$ cat config.mk
export PLATFORM = sky130hd
export DESIGN_NAME = nses_search_flat
export DESIGN_NICKNAME = d
export VERILOG_FILES = /design/src/hw/rtl/nses_pkg.sv /design/src/hw/rtl/nses_if.sv /design/src/hw/rtl/nses_search.sv /design/src/flat_wrapper.sv
export SDC_FILE = /design/constraint.sdc
export NUM_CORES = 1
export LEC_CHECK = 0
export BUFFER_PORTS_ARGS = -buffer_cell sky130_fd_sc_hd__buf_2
export CAP_MARGIN = 15
export CORE_AREA = 4 4 276 278
export DETAILED_ROUTE_END_ITERATION = 7
export DIE_AREA = 0 0 280 282
export SYNTH_ARGS = -nofsm -noshare
export SYNTH_HDL_FRONTEND = slang
export SYNTH_SLANG_ARGS = --single-unit
$ cat constraint.sdc
create_clock -name clock -period 10.5 [get_ports clock]
set_input_delay 1.575 -clock clock [delete_from_list [all_inputs] [get_ports clock]]
set_output_delay 1.575 -clock clock [all_outputs]
set_load 0.05 [all_outputs]
$ cat src/hw/rtl/nses_pkg.sv
package nses_pkg;

   // Field widths fixed by the transaction formats
   localparam int KIND_W     = 1;
   localparam int IDX_W      = 10;
   localparam int VAL_W      = 48;
   localparam int STATUS_W   = 2;
   localparam int CNT_W      = 11;
   localparam int TOL_W      = 47;
   localparam int CSR_IDX_W  = 4;
   localparam int CSR_DATA_W = 48;

   // Default table size
   localparam int TABLE_DEPTH_DEF = 1024;

   typedef enum logic [KIND_W-1:0] {
      REQ_LOAD  = 1'b0,
      REQ_QUERY = 1'b1
   } req_kind_type;

   typedef enum logic [STATUS_W-1:0] {
      STATUS_FOUND = 2'd0,
      STATUS_FAR   = 2'd1,
      STATUS_SMALL = 2'd2
   } status_type;

   typedef enum logic [CSR_IDX_W-1:0] {
      CSR_ENTRY_COUNT = 4'd0,
      CSR_TOLERANCE   = 4'd1
   } csr_reg_type;

endpackage

$ cat src/hw/rtl/nses_if.sv
// Request channel: table loads and search queries
interface nses_req_if;
   logic                                valid;
   logic                                ready;
   logic        [nses_pkg::KIND_W-1:0]  req_type;
   logic        [nses_pkg::IDX_W-1:0]   entry_index;
   logic signed [nses_pkg::VAL_W-1:0]   value;

   modport source (output valid, req_type, entry_index, value, input ready);
   modport sink   (input valid, req_type, entry_index, value, output ready);
endinterface

// Response channel: one transaction per query
interface nses_rsp_if;
   logic                                 valid;
   logic                                 ready;
   logic        [nses_pkg::STATUS_W-1:0] status;
   logic        [nses_pkg::IDX_W-1:0]    found_index;
   logic signed [nses_pkg::VAL_W-1:0]    found_value;

   modport source (output valid, status, found_index, found_value, input ready);
   modport sink   (input valid, status, found_index, found_value, output ready);
endinterface

// Register write channel
interface nses_csr_if;
   logic                                  valid;
   logic                                  ready;
   logic [nses_pkg::CSR_IDX_W-1:0]        index;
   logic [nses_pkg::CSR_DATA_W-1:0]       data;

   modport source (output valid, index, data, input ready);
   modport sink   (input valid, index, data, output ready);
endinterface

$ cat src/hw/rtl/nses_search.sv
module nses_search #(
   parameter int TABLE_DEPTH = nses_pkg::TABLE_DEPTH_DEF
) (
   input  logic                                     clock,
   input  logic                                     reset,
   nses_req_if.sink                                 req,
   nses_rsp_if.source                               rsp,
   nses_csr_if.sink                                 csr,
   output logic                                     tbl_wr_en,
   output logic        [$clog2(TABLE_DEPTH)-1:0]    tbl_wr_addr,
   output logic signed [nses_pkg::VAL_W-1:0]        tbl_wr_data,
   output logic                                     tbl_rd_en,
   output logic        [$clog2(TABLE_DEPTH)-1:0]    tbl_rd_addr,
   input  logic signed [nses_pkg::VAL_W-1:0]        tbl_rd_data
);

   localparam int AW  = $clog2(TABLE_DEPTH);
   localparam int VW  = nses_pkg::VAL_W;
   localparam int DW  = VW + 1;
   localparam int NW0 = $clog2(TABLE_DEPTH + 1);
   localparam int CW  = (nses_pkg::CNT_W > NW0) ? nses_pkg::CNT_W : NW0;
   localparam int PW  = (nses_pkg::IDX_W > AW) ? nses_pkg::IDX_W + 1 : AW + 1;

   typedef enum logic [2:0] {
      S_IDLE,
      S_RD_FIRST,
      S_RD_LAST,
      S_DIR,
      S_STEP,
      S_DIST,
      S_PICK
   } state_type;

   // Magnitude of a difference of two table values
   function automatic logic [DW-1:0] abs_diff(input logic signed [VW-1:0] a,
                                              input logic signed [VW-1:0] b);
      logic signed [DW-1:0] d;
      d = DW'(a) - DW'(b);
      return d[DW-1] ? DW'(-d) : DW'(d);
   endfunction

   state_type                   state_ff, state_in;
   logic [nses_pkg::CNT_W-1:0]  count_ff, count_in;
   logic [nses_pkg::TOL_W-1:0]  tol_ff, tol_in;
   logic signed [VW-1:0]        v_ff, v_in;
   logic [AW-1:0]               lo_ff, lo_in;
   logic [AW-1:0]               hi_ff, hi_in;
   logic [AW-1:0]               mid_ff, mid_in;
   logic signed [VW-1:0]        lo_val_ff, lo_val_in;
   logic signed [VW-1:0]        hi_val_ff, hi_val_in;
   logic                        asc_ff, asc_in;
   logic                        small_ff, small_in;
   logic [DW-1:0]               dlo_ff, dlo_in;
   logic [DW-1:0]               dhi_ff, dhi_in;
   logic                        rsp_valid_ff, rsp_valid_in;
   logic [nses_pkg::STATUS_W-1:0] rsp_status_ff, rsp_status_in;
   logic [nses_pkg::IDX_W-1:0]  rsp_index_ff, rsp_index_in;
   logic signed [VW-1:0]        rsp_value_ff, rsp_value_in;

   logic                        req_fire;
   logic                        out_free;
   logic [CW-1:0]               count_ext;
   logic [CW-1:0]               n_used;
   logic [AW-1:0]               n_last;
   logic                        go_lo;
   logic [AW-1:0]               lo_n, hi_n;
   logic [AW:0]                 pair_sum;
   logic [AW-1:0]               mid_n;
   logic [AW-1:0]               span_n;
   logic                        lo_wins;
   logic                        lo_ok, hi_ok;

   // Handshakes; accept nothing while reset is held
   assign req.ready = (state_ff == S_IDLE) && !reset;
   assign csr.ready = !reset;
   assign req_fire  = req.valid && req.ready;
   assign out_free  = !rsp_valid_ff || rsp.ready;

   // Clamp the searched count to the table depth
   assign count_ext = CW'(count_ff);
   assign n_used    = (count_ext > CW'(TABLE_DEPTH)) ? CW'(TABLE_DEPTH) : count_ext;
   assign n_last    = AW'(n_used - CW'(1));

   // Load path straight into the table
   assign tbl_wr_en   = req_fire && (req.req_type == nses_pkg::REQ_LOAD) &&
                        (PW'(req.entry_index) < PW'(TABLE_DEPTH));
   assign tbl_wr_addr = AW'(req.entry_index);
   assign tbl_wr_data = req.value;

   // Narrow the bracket with the entry just read
   assign go_lo    = ((v_ff >= tbl_rd_data) == asc_ff);
   assign lo_n     = (state_ff == S_STEP && go_lo)  ? mid_ff : lo_ff;
   assign hi_n     = (state_ff == S_STEP && !go_lo) ? mid_ff : hi_ff;
   assign pair_sum = {1'b0, lo_n} + {1'b0, hi_n};
   assign mid_n    = AW'(pair_sum >> 1);
   assign span_n   = hi_n - lo_n;

   // Final choice between the two brackets
   assign lo_wins = (dlo_ff <= dhi_ff);
   assign lo_ok   = (dlo_ff <= DW'(tol_ff));
   assign hi_ok   = (dhi_ff <= DW'(tol_ff));

   always_comb begin
      state_in      = state_ff;
      count_in      = count_ff;
      tol_in        = tol_ff;
      v_in          = v_ff;
      lo_in         = lo_ff;
      hi_in         = hi_ff;
      mid_in        = mid_ff;
      lo_val_in     = lo_val_ff;
      hi_val_in     = hi_val_ff;
      asc_in        = asc_ff;
      small_in      = small_ff;
      dlo_in        = dlo_ff;
      dhi_in        = dhi_ff;
      rsp_valid_in  = rsp_valid_ff && !rsp.ready;
      rsp_status_in = rsp_status_ff;
      rsp_index_in  = rsp_index_ff;
      rsp_value_in  = rsp_value_ff;
      tbl_rd_en     = 1'b0;
      tbl_rd_addr   = '0;

      // Register writes
      if (csr.valid && csr.ready) begin
         if (csr.index == nses_pkg::CSR_ENTRY_COUNT) begin
            count_in = csr.data[nses_pkg::CNT_W-1:0];
         end else if (csr.index == nses_pkg::CSR_TOLERANCE) begin
            tol_in = csr.data[nses_pkg::TOL_W-1:0];
         end
      end

      case (state_ff)
         S_IDLE: begin
            if (req_fire && req.req_type == nses_pkg::REQ_QUERY) begin
               v_in     = req.value;
               lo_in    = '0;
               hi_in    = n_last;
               small_in = (count_ff < nses_pkg::CNT_W'(2));
               state_in = (count_ff < nses_pkg::CNT_W'(2)) ? S_PICK : S_RD_FIRST;
            end
         end
         S_RD_FIRST: begin
            tbl_rd_en   = 1'b1;
            tbl_rd_addr = '0;
            state_in    = S_RD_LAST;
         end
         S_RD_LAST: begin
            tbl_rd_en   = 1'b1;
            tbl_rd_addr = hi_ff;
            lo_val_in   = tbl_rd_data;
            state_in    = S_DIR;
         end
         S_DIR, S_STEP: begin
            // Direction is settled once the last entry arrives
            if (state_ff == S_DIR) begin
               hi_val_in = tbl_rd_data;
               asc_in    = (tbl_rd_data >= lo_val_ff);
            end else begin
               lo_in = lo_n;
               hi_in = hi_n;
               if (go_lo) begin
                  lo_val_in = tbl_rd_data;
               end else begin
                  hi_val_in = tbl_rd_data;
               end
            end
            if (span_n > AW'(1)) begin
               tbl_rd_en   = 1'b1;
               tbl_rd_addr = mid_n;
               mid_in      = mid_n;
               state_in    = S_STEP;
            end else begin
               state_in = S_DIST;
            end
         end
         S_DIST: begin
            dlo_in   = abs_diff(lo_val_ff, v_ff);
            dhi_in   = abs_diff(hi_val_ff, v_ff);
            state_in = S_PICK;
         end
         S_PICK: begin
            // Hold until the output register is free
            if (out_free) begin
               rsp_valid_in = 1'b1;
               if (small_ff) begin
                  rsp_status_in = nses_pkg::STATUS_SMALL;
                  rsp_index_in  = '0;
                  rsp_value_in  = '0;
               end else if (lo_wins ? lo_ok : hi_ok) begin
                  rsp_status_in = nses_pkg::STATUS_FOUND;
                  rsp_index_in  = nses_pkg::IDX_W'(lo_wins ? lo_ff : hi_ff);
                  rsp_value_in  = lo_wins ? lo_val_ff : hi_val_ff;
               end else begin
                  rsp_status_in = nses_pkg::STATUS_FAR;
                  rsp_index_in  = '0;
                  rsp_value_in  = '0;
               end
               state_in = S_IDLE;
            end
         end
         default: begin
            state_in = S_IDLE;
         end
      endcase
   end

   always_ff @(posedge clock) begin
      if (reset) begin
         state_ff     <= S_IDLE;
         count_ff     <= '0;
         tol_ff       <= '0;
         rsp_valid_ff <= 1'b0;
      end else begin
         state_ff     <= state_in;
         count_ff     <= count_in;
         tol_ff       <= tol_in;
         rsp_valid_ff <= rsp_valid_in;
      end
      v_ff          <= v_in;
      lo_ff         <= lo_in;
      hi_ff         <= hi_in;
      mid_ff        <= mid_in;
      lo_val_ff     <= lo_val_in;
      hi_val_ff     <= hi_val_in;
      asc_ff        <= asc_in;
      small_ff      <= small_in;
      dlo_ff        <= dlo_in;
      dhi_ff        <= dhi_in;
      rsp_status_ff <= rsp_status_in;
      rsp_index_ff  <= rsp_index_in;
      rsp_value_ff  <= rsp_value_in;
   end

   assign rsp.valid       = rsp_valid_ff;
   assign rsp.status      = rsp_status_ff;
   assign rsp.found_index = rsp_index_ff;
   assign rsp.found_value = rsp_value_ff;

   // A bisection step always works on a bracket wider than two neighbors
   a_step_span: assert property (@(posedge clock) disable iff (reset)
      state_ff == S_STEP |-> (hi_ff - lo_ff) > AW'(1))
      else $error("bisection step on a collapsed bracket");

   // A new response only comes out of the pick stage
   a_rsp_source: assert property (@(posedge clock) disable iff (reset)
      $rose(rsp_valid_ff) |-> $past(state_ff == S_PICK))
      else $error("response raised outside the pick stage");

   // Miss and size-error responses carry zero payload
   a_miss_zero: assert property (@(posedge clock) disable iff (reset)
      rsp_valid_ff && rsp_status_ff != nses_pkg::STATUS_FOUND
         |-> rsp_index_ff == '0 && rsp_value_ff == '0)
      else $error("nonzero payload on a miss");

   // Table writes never overlap a search
   a_wr_idle: assert property (@(posedge clock) disable iff (reset)
      tbl_wr_en |-> state_ff == S_IDLE && !tbl_rd_en)
      else $error("table write during a search");

endmodule

$ cat src/flat_wrapper.sv
// flat-port wrapper written by rule: the top's interface ports become plain ports
module nses_search_flat 
#(
   parameter int TABLE_DEPTH = nses_pkg::TABLE_DEPTH_DEF
)
  (clock, reset, tbl_wr_en, tbl_wr_addr, tbl_wr_data, tbl_rd_en, tbl_rd_addr, tbl_rd_data, req_valid, req_req_type, req_entry_index, req_value, req_ready, rsp_valid, rsp_status, rsp_found_index, rsp_found_value, rsp_ready, csr_valid, csr_index, csr_data, csr_ready);
  nses_req_if req_i ();
  nses_rsp_if rsp_i ();
  nses_csr_if csr_i ();
  input  logic clock;
  input  logic reset;
  output logic tbl_wr_en;
  output logic        [$clog2(TABLE_DEPTH)-1:0] tbl_wr_addr;
  output logic signed [nses_pkg::VAL_W-1:0] tbl_wr_data;
  output logic tbl_rd_en;
  output logic        [$clog2(TABLE_DEPTH)-1:0] tbl_rd_addr;
  input  logic signed [nses_pkg::VAL_W-1:0] tbl_rd_data;
  input wire logic [$bits(req_i.valid)-1:0] req_valid;
  input wire logic [$bits(req_i.req_type)-1:0] req_req_type;
  input wire logic [$bits(req_i.entry_index)-1:0] req_entry_index;
  input wire logic [$bits(req_i.value)-1:0] req_value;
  output wire logic [$bits(req_i.ready)-1:0] req_ready;
  output wire logic [$bits(rsp_i.valid)-1:0] rsp_valid;
  output wire logic [$bits(rsp_i.status)-1:0] rsp_status;
  output wire logic [$bits(rsp_i.found_index)-1:0] rsp_found_index;
  output wire logic [$bits(rsp_i.found_value)-1:0] rsp_found_value;
  input wire logic [$bits(rsp_i.ready)-1:0] rsp_ready;
  input wire logic [$bits(csr_i.valid)-1:0] csr_valid;
  input wire logic [$bits(csr_i.index)-1:0] csr_index;
  input wire logic [$bits(csr_i.data)-1:0] csr_data;
  output wire logic [$bits(csr_i.ready)-1:0] csr_ready;
  assign req_i.valid = req_valid;
  assign req_i.req_type = req_req_type;
  assign req_i.entry_index = req_entry_index;
  assign req_i.value = req_value;
  assign req_ready = req_i.ready;
  assign rsp_valid = rsp_i.valid;
  assign rsp_status = rsp_i.status;
  assign rsp_found_index = rsp_i.found_index;
  assign rsp_found_value = rsp_i.found_value;
  assign rsp_i.ready = rsp_ready;
  assign csr_i.valid = csr_valid;
  assign csr_i.index = csr_index;
  assign csr_i.data = csr_data;
  assign csr_ready = csr_i.ready;
  nses_search #(.TABLE_DEPTH(TABLE_DEPTH)) u_core (.clock(clock), .reset(reset), .req(req_i), .rsp(rsp_i), .csr(csr_i), .tbl_wr_en(tbl_wr_en), .tbl_wr_addr(tbl_wr_addr), .tbl_wr_data(tbl_wr_data), .tbl_rd_en(tbl_rd_en), .tbl_rd_addr(tbl_rd_addr), .tbl_rd_data(tbl_rd_data));
endmodule
# [Word-level counts from Yosys, hierarchy flattened]
# Cells that the tools add are included.
[word_totals] ff_bits=396 in_bits=164 out_inout_bits=133 word_cells=111
[op_classes] add_sub_neg=7 order_cmp=8 n_eq_ne=13 mux=31 bitwise_logic=3 n_reduce_logical=30
[op_table] op="48-bit 2-to-1 mux" count=7
[op_table] op="49-bit by 47-bit <= comparator with 1-bit output" count=2
[op_table] op="49-bit negation" count=2
[op_table] op="48-bit by 48-bit subtractor with 49-bit output" count=2
[op_table] op="48-bit greater-or-equal comparator" count=2
[op_table] op="48-bit one-hot mux with 2 select lines" count=1
[op_table] op="10-bit 2-to-1 mux" count=9
[op_table] op="10-bit one-hot mux with 2 select lines" count=3
[op_table] op="49-bit <= comparator" count=1
[op_table] op="3-bit one-hot mux with 6 select lines" count=1
[op_table] op="2-bit AND reduction" count=7
[op_table] op="10-bit by 10-bit adder with 11-bit output" count=1
[op_table] op="11-bit > comparator (second input constant)" count=1
[op_table] op="11-bit by 2-bit < comparator with 1-bit output (second input constant)" count=1
[op_table] op="10-bit by 1-bit > comparator with 1-bit output (second input constant)" count=1
[op_table] op="10-bit by 1-bit subtractor with 10-bit output (second input constant)" count=1
[op_table] op="10-bit subtractor" count=1
[op_table] op="3-bit equality test (second input constant)" count=3
[op_table] op="3-bit 2-to-1 mux" count=3
[op_table] op="3-bit AND reduction" count=3
[op_table] op="1-bit logical AND" count=8
[op_table] op="3-bit by 2-bit equality test with 1-bit output (second input constant)" count=2
[op_table] op="1-bit 2-to-1 mux" count=6
[op_table] op="2-bit inequality test (second input constant)" count=3
[op_table] op="other kinds (12)" count=21

# [Depth between registers and ports, before layout]
# Gate-level depths: netlist of the first run.
[depth] ltp_word=9 depth_mapped=28

# [Worst setup path before layout of the first run]
# OpenSTA, ideal clock, no wires.
[synth_timing] path_type="input port to output port" startpoint="input port tbl_rd_data[42] in the netlist's numbering" endpoint="output port tbl_rd_en" arrival_time_ns=7.538 required_ns=8.925 slack_ns=1.387 path_stages=23 cell_sequence="inv_1 -> ha_1 -> a21oi_1 -> nand2_1 -> a221oi_1 -> a21oi_1 -> a21o_1 -> o41ai_1 -> clkbuf_1 -> mux2i_1 -> inv_1 -> ha_1 -> nor2_1 -> nor2_1 -> a21oi_1 -> or3_1 -> o211a_1 -> nand4_1 -> a32oi_1 -> a311o_1 -> and4b_1 -> and3_1 -> o31ai_1"
[synth_between] elab_chain_cells=9 word_cells_on_any_way=11 classes_between="add/sub: 1; order compare: 2; eq/ne: 1; mux: 4; reduce/logical: 3"
[synth_lines] item="start, declared" line_no="flat_wrapper.sv:17" rtl="input logic signed [nses_pkg::VAL_W-1:0] tbl_rd_data;"
[synth_lines] item="48-bit greater-or-equal comparator *" line_no="nses_search.sv:91" rtl="assign go_lo = ((v_ff >= tbl_rd_data) == asc_ff);"
[synth_lines] item="1-bit equality test *" line_no="nses_search.sv:91"
[synth_lines] item="1-bit zero test" line_no="nses_search.sv:93" rtl="assign hi_n = (state_ff == S_STEP && !go_lo) ? mid_ff : hi_ff;"
[synth_lines] item="1-bit logical AND" line_no="nses_search.sv:93"
[synth_lines] item="10-bit 2-to-1 mux" line_no="nses_search.sv:93"
[synth_lines] item="10-bit subtractor *" line_no="nses_search.sv:96" rtl="assign span_n = hi_n - lo_n;"
[synth_lines] item="10-bit by 1-bit > comparator with 1-bit output *" line_no="nses_search.sv:168" rtl="if (span_n > AW'(1)) begin"
[synth_lines] item="1-bit 2-to-1 mux *" line_no="nses_search.sv:168"
[synth_lines] item="1-bit one-hot mux with 2 select lines *" line_no="nses_search.sv:133" rtl="case (state_ff)"
[synth_lines] item="end, declared" line_no="flat_wrapper.sv:15" rtl="output logic tbl_rd_en;"
# Mark *: on every way between the ends. The rest lies on a longest branch, timed or not.

# [Worst setup path after layout of the first run]
[layout_timing] startpoint="input port tbl_rd_data[47] in the netlist's numbering" endpoint="output port tbl_rd_addr[8]"
[layout_between] word_cells_on_any_way=12 classes_between="add/sub: 2; order compare: 2; eq/ne: 1; mux: 4; reduce/logical: 3"
[layout_rtl] item="48-bit greater-or-equal comparator *" line_no="nses_search.sv:91"
[layout_rtl] item="1-bit equality test *" line_no="nses_search.sv:91"
[layout_rtl] item="1-bit logical AND *" line_no="nses_search.sv:92" rtl="assign lo_n = (state_ff == S_STEP && go_lo) ? mid_ff : lo_ff;"
[layout_rtl] item="10-bit 2-to-1 mux *" line_no="nses_search.sv:92"
[layout_rtl] item="named net u_core.lo_n[6]" line_no="nses_search.sv:66" rtl="logic [AW-1:0] lo_n, hi_n;"
[layout_rtl] item="10-bit subtractor" line_no="nses_search.sv:96"
[layout_rtl] item="10-bit by 1-bit > comparator with 1-bit output" line_no="nses_search.sv:168"
[layout_rtl] item="10-bit 2-to-1 mux *" line_no="nses_search.sv:168"
[layout_rtl] item="10-bit one-hot mux with 2 select lines *" line_no="nses_search.sv:133"
[layout_rtl] item="end, declared" line_no="flat_wrapper.sv:16" rtl="output logic [$clog2(TABLE_DEPTH)-1:0] tbl_rd_addr;"
# Mark *: on every way through the listed nets, which the timed path passes. The rest lies on a longest branch.

==> results.sh, run 1 <==
export IMPL_leakagePower_nw=13.8
export IMPL_crit_path_start_kind="primary input"
export IMPL_rows=100
export IMPL_drv_slew=0
export IMPL_io_pins=297
export IMPL_switching_share_pct=30.0
export IMPL_core_area_um2=73900
export IMPL_share_comb_of_total_power_pct=21.8
export IMPL_grt_max_degree=68
export IMPL_cts_setup_buffers=0
export IMPL_pwr_share_clk_pct=36.1
export IMPL_synth_edf_count=334
export IMPL_async_reset_ff_share_pct=0
export IMPL_die_x_um=280
export IMPL_yosys_warnings=0
export IMPL_maxSlewHeadroom_pct=26.1
export IMPL_crit_buf_inv=6
export IMPL_timing_fmax_mhz=103
export IMPL_avgSynthCellArea_um2=9.53
export IMPL_dpl_cell_area_um2=31400
export IMPL_required_ns=8.93
export IMPL_syn_area_um2=29200
export IMPL_rsz0062_at_grt="no"
export IMPL_fin_skew_ns=0.0355
export IMPL_cts_resized_gates=0
export IMPL_start_util_pct=39.5
export IMPL_cp_max_fo=18
export IMPL_power_density_nw_per_um2=132
export IMPL_criticalPathCategory="in -> out"
export IMPL_synthesis_nets=3583
export IMPL_gp_congestion=0.914
export IMPL_period_share_pct=92.1
export IMPL_cts_max_path_buffers=3
export IMPL_firstDrtPassIters=5
export IMPL_grt_pass1_wl_um=127000
export IMPL_cts_sinks=396
export IMPL_ys_seq_elements=396
export IMPL_p_total_mw=4.32
export IMPL_p_seq_share_pct=42.1
export IMPL_power_internal_mw=3.02
export IMPL_drive_gt1_share_pct=15.3
export IMPL_cap_violations=0
export IMPL_h_tree_depth=2
export IMPL_ant_nets=0
export IMPL_portBuffers=275
export IMPL_power_switching_mw=1.30
export IMPL_die_h_um=282
export IMPL_grt_pass1_vias=21986
export IMPL_yosysSeqAreaShare_pct=38.6
export IMPL_wl_per_cell_um=19.6
export IMPL_antenna_found_initial=4
export IMPL_cts_made_buffers=45
export IMPL_viasPerCell=5.37
export IMPL_worstPathArrival_ns=8.10
export IMPL_cts_tree="yes"
export IMPL_worstSkewPairLatency_ns=0.59
export IMPL_worst_pin_slew_ns=1.11
export IMPL_final_area_um2=32800
export IMPL_cp_slowest_cell="a211oi_1"
export IMPL_grt_usage_pct=20.5
export IMPL_crit_path_end_kind="output port"
export IMPL_drcViolationCount=0
export IMPL_ys_flop_type="edfxtp_1"
export IMPL_die_area_um2=79000
export IMPL_setup_tns_ns=0
export IMPL_vias=22888
export IMPL_gr_total_overflow=0
export IMPL_dp_hpwl_um=66300
export IMPL_synth_cells=3060
export IMPL_path_clk_slew_ns=0.06
export IMPL_area_delta_synth_final_pct=12.5
export IMPL_setup_viol=0
export IMPL_post_route_min_period_ns=9.67
export IMPL_drt_wl_total_um=83400
export IMPL_ys_types=89
export IMPL_postCtsHoldBufs=0
export IMPL_min_path_type="reg -> reg"
export IMPL_hold_viol_final=0
export IMPL_drtIter0Drc=1606
export IMPL_nNetsFinal=3779
export IMPL_vdd_drop_max_mv=0.113
export IMPL_critical_path_top_delay_family="compound AO/OA/AOI/OAI gates"
export IMPL_status="complete, no violations"
export IMPL_slowest_delay_ns=0.50
export IMPL_root_buffer="clkbuf_16"
-- layer usage --
layer	up-vias	global-route usage, %	part of all wire, %
li1	11456	-	-
met1	10796	29.8	49
met2	534	32.4	44
met3	96	2.72	5.0
met4	6	5.33	2.3
met5	-	0	0.042
-- kinds of logic after synthesis --
family	count (synthesis)	share of synthesized area (%)
and+or+nand+nor	828	14.5
DFF	396	38.6
AOI/OAI and AO/OA	780	17.3
xor gates and xnor gates	195	5.88
buffers and inverters	463	6.74
muxes	39	1.40
adders and majority gates	359	15.5
-- worst reg2reg max path, stage by stage (launching register included) --
cell	delay, ns
edfxtp_1	0.42
ha_1	0.50
a21oi_1	0.21
o21ai_0	0.39
nor3_1	0.42
nand3_1	0.19
a211oi_1	0.50
a21o_1	0.16
a2bb2oi_1	0.15
buf_4	0.30
mux2i_1	0.35
inv_1	0.09
ha_1	0.39
nand2b_1	0.22
or2_2	0.34
nor2_1	0.19
nand2_1	0.10
o211ai_1	0.11
a21oi_1	0.12
o221ai_1	0.09
a21boi_0	0.30
nor3b_1	0.10
and4b_1	0.25
nor2_1	0.19
buf_4	0.30
-- flip-flops by register name, summed over array words and instances, names as in the netlist --
signal,cells
u_core.lo_ff,10
u_core.hi_ff,10
u_core.dlo_ff,49
u_core.rsp.found_value,48
u_core.dhi_ff,49
u_core.count_ext,11
u_core.lo_val_ff,48
u_core.rsp.valid,1
u_core.rsp.status,2
u_core.asc_ff,1
u_core.tol_ff,47
u_core.mid_ff,10
u_core.small_ff,1
u_core.state_ff,3
u_core.hi_val_ff,48
u_core.v_ff,48
u_core.rsp.found_index,10
-- cells in the final DEF, fill, tap and decap left out, types with 37 or more instances in the layout --
master | Yosys | final
inv_1 | 310 | 310
nor2b_1 | 43 | 43
dfxtp_1 | 62 | 62
ha_1 | 355 | 355
nand2b_1 | 52 | 52
buf_2 | 9 | 266
nand3_1 | 44 | 43
xor2_1 | 70 | 70
a21o_1 | 77 | 77
nor3_1 | 40 | 40
clkbuf_16 | 0 | 45
nand2_1 | 236 | 236
a31o_2 | 60 | 60
a21oi_1 | 260 | 260
o21a_1 | 37 | 37
nand4_1 | 76 | 76
o21ai_0 | 137 | 137
edfxtp_1 | 334 | 334
nor2_1 | 166 | 162
and3_1 | 69 | 66
xnor2_1 | 124 | 124
-- cell usage after synthesis, types with 6 or more instances --
master / count / area share (%)
a211o_1: 6 / 0.18
a211oi_1: 22 / 0.57
a21boi_0: 6 / 0.15
a21o_1: 77 / 2.0
a21oi_1: 260 / 4.5
a22o_1: 12 / 0.36
a31o_2: 60 / 1.8
a31oi_1: 21 / 0.45
and2_1: 8 / 0.17
and3_1: 69 / 1.5
and4_1: 6 / 0.18
buf_1: 6 / 0.077
buf_2: 9 / 0.15
buf_4: 58 / 1.5
clkbuf_1: 80 / 1.0
dfxtp_1: 62 / 4.3
edfxtp_1: 334 / 34
ha_1: 355 / 15
inv_1: 310 / 4.0
mux2_2: 14 / 0.54
mux2i_1: 25 / 0.86
nand2_1: 236 / 3.0
nand2b_1: 52 / 1.1
nand3_1: 44 / 0.75
nand3b_1: 6 / 0.15
nand4_1: 76 / 1.6
nor2_1: 166 / 2.1
nor2b_1: 43 / 0.92
nor3_1: 40 / 0.69
nor4_1: 17 / 0.36
o211ai_1: 11 / 0.28
o21a_1: 37 / 0.95
o21ai_0: 137 / 2.4
o21ai_1: 11 / 0.19
o21bai_1: 24 / 0.62
o22ai_1: 6 / 0.13
o31ai_1: 20 / 0.51
o41ai_1: 9 / 0.27
or2_2: 16 / 0.34
or3_1: 10 / 0.21
or4_1: 8 / 0.21
xnor2_1: 124 / 3.7
xor2_1: 70 / 2.1
-- per-stage QoR --
step                      utilization [%]  hold slack, ns  setup slack, ns  cells
final                                44.4           0.458            0.827   4261
after global routing                 44.4           0.474            0.270   4261
after CTS                            44.4           0.459            0.839   4259
after detailed placement             42.4           0.448            0.834   4177
after global placement               42.4           0.443            0.944   4177
after floorplan                         -           0.436             1.39   3060
-- power by group through the flow --
stage	clock, mW	combinational [mW]	sequential (mW)
floorplan	0	0.694	1.84
global placement	0	0.927	1.85
detailed placement	0	0.934	1.85
CTS	1.61	0.939	1.82
global route	1.67	1.04	1.82
finish	1.56	0.942	1.82
-- final timing paths --
check / startpoint / to / slack [ns] / depth (start not counted)
setup reg to reg: u_core.v_ff[47]$_DFFE_PP_ / u_core.mid_ff[6]$_DFFE_PP_ / 3.82 / 24
hold reg to reg: u_core.tol_ff[37]$_SDFFE_PP0P_ / u_core.tol_ff[37]$_SDFFE_PP0P_ / 0.46 / 2
hold / removal: u_core.tol_ff[37]$_SDFFE_PP0P_ / u_core.tol_ff[37]$_SDFFE_PP0P_ / 0.46 / 2
setup / recovery: tbl_rd_data[47] / tbl_rd_addr[8] / 0.83 / 28
-- area by class of cell --
type | instances | area, um^2
clock inverters | 36 | 327
fillers | 7162 | 41100
multi-input cells | 2201 | 16000
flip-flops and latches | 396 | 11300
clock buffers | 46 | 1130
well taps | 969 | 1210
repair buffers | 302 | 1720
diodes | 1 | 2.50
inverters | 310 | 1160
Note: power is estimated with default switching activity, not from simulation.
==> run 2: changes to the inputs <==
--- a/config.mk
+++ b/config.mk
@@ -7,9 +7,10 @@
 export LEC_CHECK = 0
 export BUFFER_PORTS_ARGS = -buffer_cell sky130_fd_sc_hd__buf_2
 export CAP_MARGIN = 15
-export CORE_AREA = 4 4 276 278
+export CORE_AREA = 4 4 247 309
 export DETAILED_ROUTE_END_ITERATION = 7
-export DIE_AREA = 0 0 280 282
+export DIE_AREA = 0 0 251 313
+export RECOVER_POWER = 100
 export SYNTH_ARGS = -nofsm -noshare
 export SYNTH_HDL_FRONTEND = slang
 export SYNTH_SLANG_ARGS = --single-unit
==> results.sh, run 2 (synthesis gave the netlist of run 1 again) <==
export IMPL_status="complete, but fails checks"
export IMPL_violations="max-capacitance violations, max-slew violations"
export IMPL_postCtsHoldBufs=0
export IMPL_reg2reg_from="u_core.v_ff[47]$_DFFE_PP_"
export IMPL_critPathLaunch="tbl_rd_data[42]"
export IMPL_cts_made_buffers=45
export IMPL_area_delta_synth_final_pct=11.2
export IMPL_drive_gt1_share_pct=8.13
export IMPL_timing_fmax_mhz=102
export IMPL_nFillCells=7225
export IMPL_nNetsFinal=3777
export IMPL_core_area_um2=73200
export IMPL_fin_skew_ns=0.0399
export IMPL_rsz0062_at_grt="no"
export IMPL_root_buffer="clkbuf_16"
export IMPL_worst_pin_slew_ns=4.37
export IMPL_grt_max_degree=88
export IMPL_worstSkewPairLatency_ns=0.60
export IMPL_die_x_um=251
export IMPL_cp_common_cell="a21oi_1"
export IMPL_setup_tns_ns=0
export IMPL_pwr_share_clk_pct=36.4
export IMPL_crit_path_end_kind="output port"
export IMPL_largestRegisters="u_core.dhi_ff: 49 flops, u_core.dlo_ff: 49 flops"
export IMPL_cts_resized_gates=0
export IMPL_drt_wl_total_um=83400
export IMPL_cts_max_path_buffers=3
export IMPL_drv_slew=535
export IMPL_cp_max_fo=15
export IMPL_timing_hold_ws_ns=0.457
export IMPL_cts_sinks=396
export IMPL_setup_viol=0
export IMPL_crit_buf_inv=5
export IMPL_firstDrtPassIters=5
export IMPL_cts_tree="yes"
export IMPL_power_density_nw_per_um2=133
export IMPL_grt_usage_pct=20.6
export IMPL_crit_path_start_kind="primary input"
export IMPL_h_tree_depth=2
export IMPL_p_total_mw=4.31
export IMPL_post_route_min_period_ns=9.81
export IMPL_grt_pass1_wl_um=129000
export IMPL_wl_per_cell_um=19.6
export IMPL_min_from="u_core.tol_ff[13]$_SDFFE_PP0P_"
export IMPL_leakagePower_nw=13.2
export IMPL_gr_total_overflow=0
export IMPL_cap_violations=12
export IMPL_slowest_delay_ns=0.61
export IMPL_start_util_pct=39.9
export IMPL_min_path_type="reg -> reg"
export IMPL_drcViolationCount=0
export IMPL_switching_share_pct=29.3
export IMPL_cp_slowest_cell="a221oi_1"
export IMPL_vdd_drop_max_mv=0.101
export IMPL_critical_path_top_delay_family="compound AO/OA/AOI/OAI gates"
export IMPL_drtIter0Drc=1191
export IMPL_viasPerCell=5.36
export IMPL_regToRegSetupSlack_ns=3.21
export IMPL_ant_nets=0
export IMPL_antenna_found_initial=1
export IMPL_required_ns=8.93
export IMPL_power_internal_mw=3.05
export IMPL_hold_viol_final=0
export IMPL_dp_hpwl_um=65900
export IMPL_io_pins=297
export IMPL_path_clk_slew_ns=0.06
export IMPL_gp_congestion=0.907
export IMPL_worstPathArrival_ns=8.23
export IMPL_vias=22782
export IMPL_layout_common_cells="ha_1 (355), edfxtp_1 (334), inv_1 (310)"
export IMPL_portBuffers=275
export IMPL_maxSlewHeadroom_pct=-192
export IMPL_p_seq_share_pct=42.2
export IMPL_share_comb_of_total_power_pct=21.4
export IMPL_cts_setup_buffers=0
export IMPL_mostFrequentLayoutCell="ha_1"
export IMPL_die_h_um=313
export IMPL_power_switching_mw=1.26
export IMPL_period_share_pct=93.4
export IMPL_die_area_um2=78600
export IMPL_grt_pass1_vias=22457
export IMPL_rows=111
export IMPL_criticalPathCategory="in -> out"
==> run 2: through the flow <==
stage / worst slack, ns / util [%] / cells / cell area (um^2)
floorplan: 1.39 / - / 3060 / 29200
global placement: 0.833 / 42.8 / 4166 / 31300
detailed placement: 0.772 / 42.8 / 4166 / 31300
CTS: 0.770 / 44.8 / 4245 / 32800
global route: 0.229 / 44.3 / 4246 / 32400
finish: 0.694 / 44.3 / 4248 / 32400
==> run 2: area by class of cell <==
class                           instances  area [um^2]  share of cell area [%]
Multi-Input combinational cell       2201        15900                    49.1
Sequential cell                       396        11300                    34.7
Timing Repair Buffer                  300         1430                    4.40
Tap cell                              960         1200                    3.70
Clock buffer                           54         1180                    3.64
Inverter                              310         1160                    3.59
Clock inverter                         25          258                   0.794
Antenna cell                            2         5.00                  0.0154
==> run 2: path summary, 6_finish.rpt <==
path	to	depth (start not counted)
setup / recovery	tbl_rd_en	26
setup reg to reg	u_core.lo_val_ff[44]$_DFFE_PP_	12
hold / removal	u_core.tol_ff[13]$_SDFFE_PP0P_	2
hold reg to reg	u_core.tol_ff[13]$_SDFFE_PP0P_	2
==> run 2: worst register-to-register path, cell delays in order (launching register included) <==
cell and delay (ns):
edfxtp_1 0.42, ha_1 0.66, nand4_1 0.38, nor4_2 0.29, buf_4 0.22, inv_1 0.06, a31oi_1 0.28, o41ai_1 0.14
buf_4 0.23, or2_2 0.31, clkbuf_1 1.13, nor2_4 0.39, clkbuf_1 2.18
==> run 2: layer usage <==
layer,vias to the layer above,track usage (%),part of all wire [%]
met1,10726,27.8,46
li1,11452,-,-
met2,514,34.8,47
met4,0,5.78,2.6
met3,90,2.68,4.2
met5,-,0,0
==> run 2: power by group through the flow <==
stage	clock network [mW]	registers, mW	logic [mW]
after global placement	0	1.85	0.922
after floorplan	0	1.84	0.694
after global routing	1.68	1.83	1.02
final	1.57	1.82	0.922
after detailed placement	0	1.85	0.932
after CTS	1.61	1.82	0.936
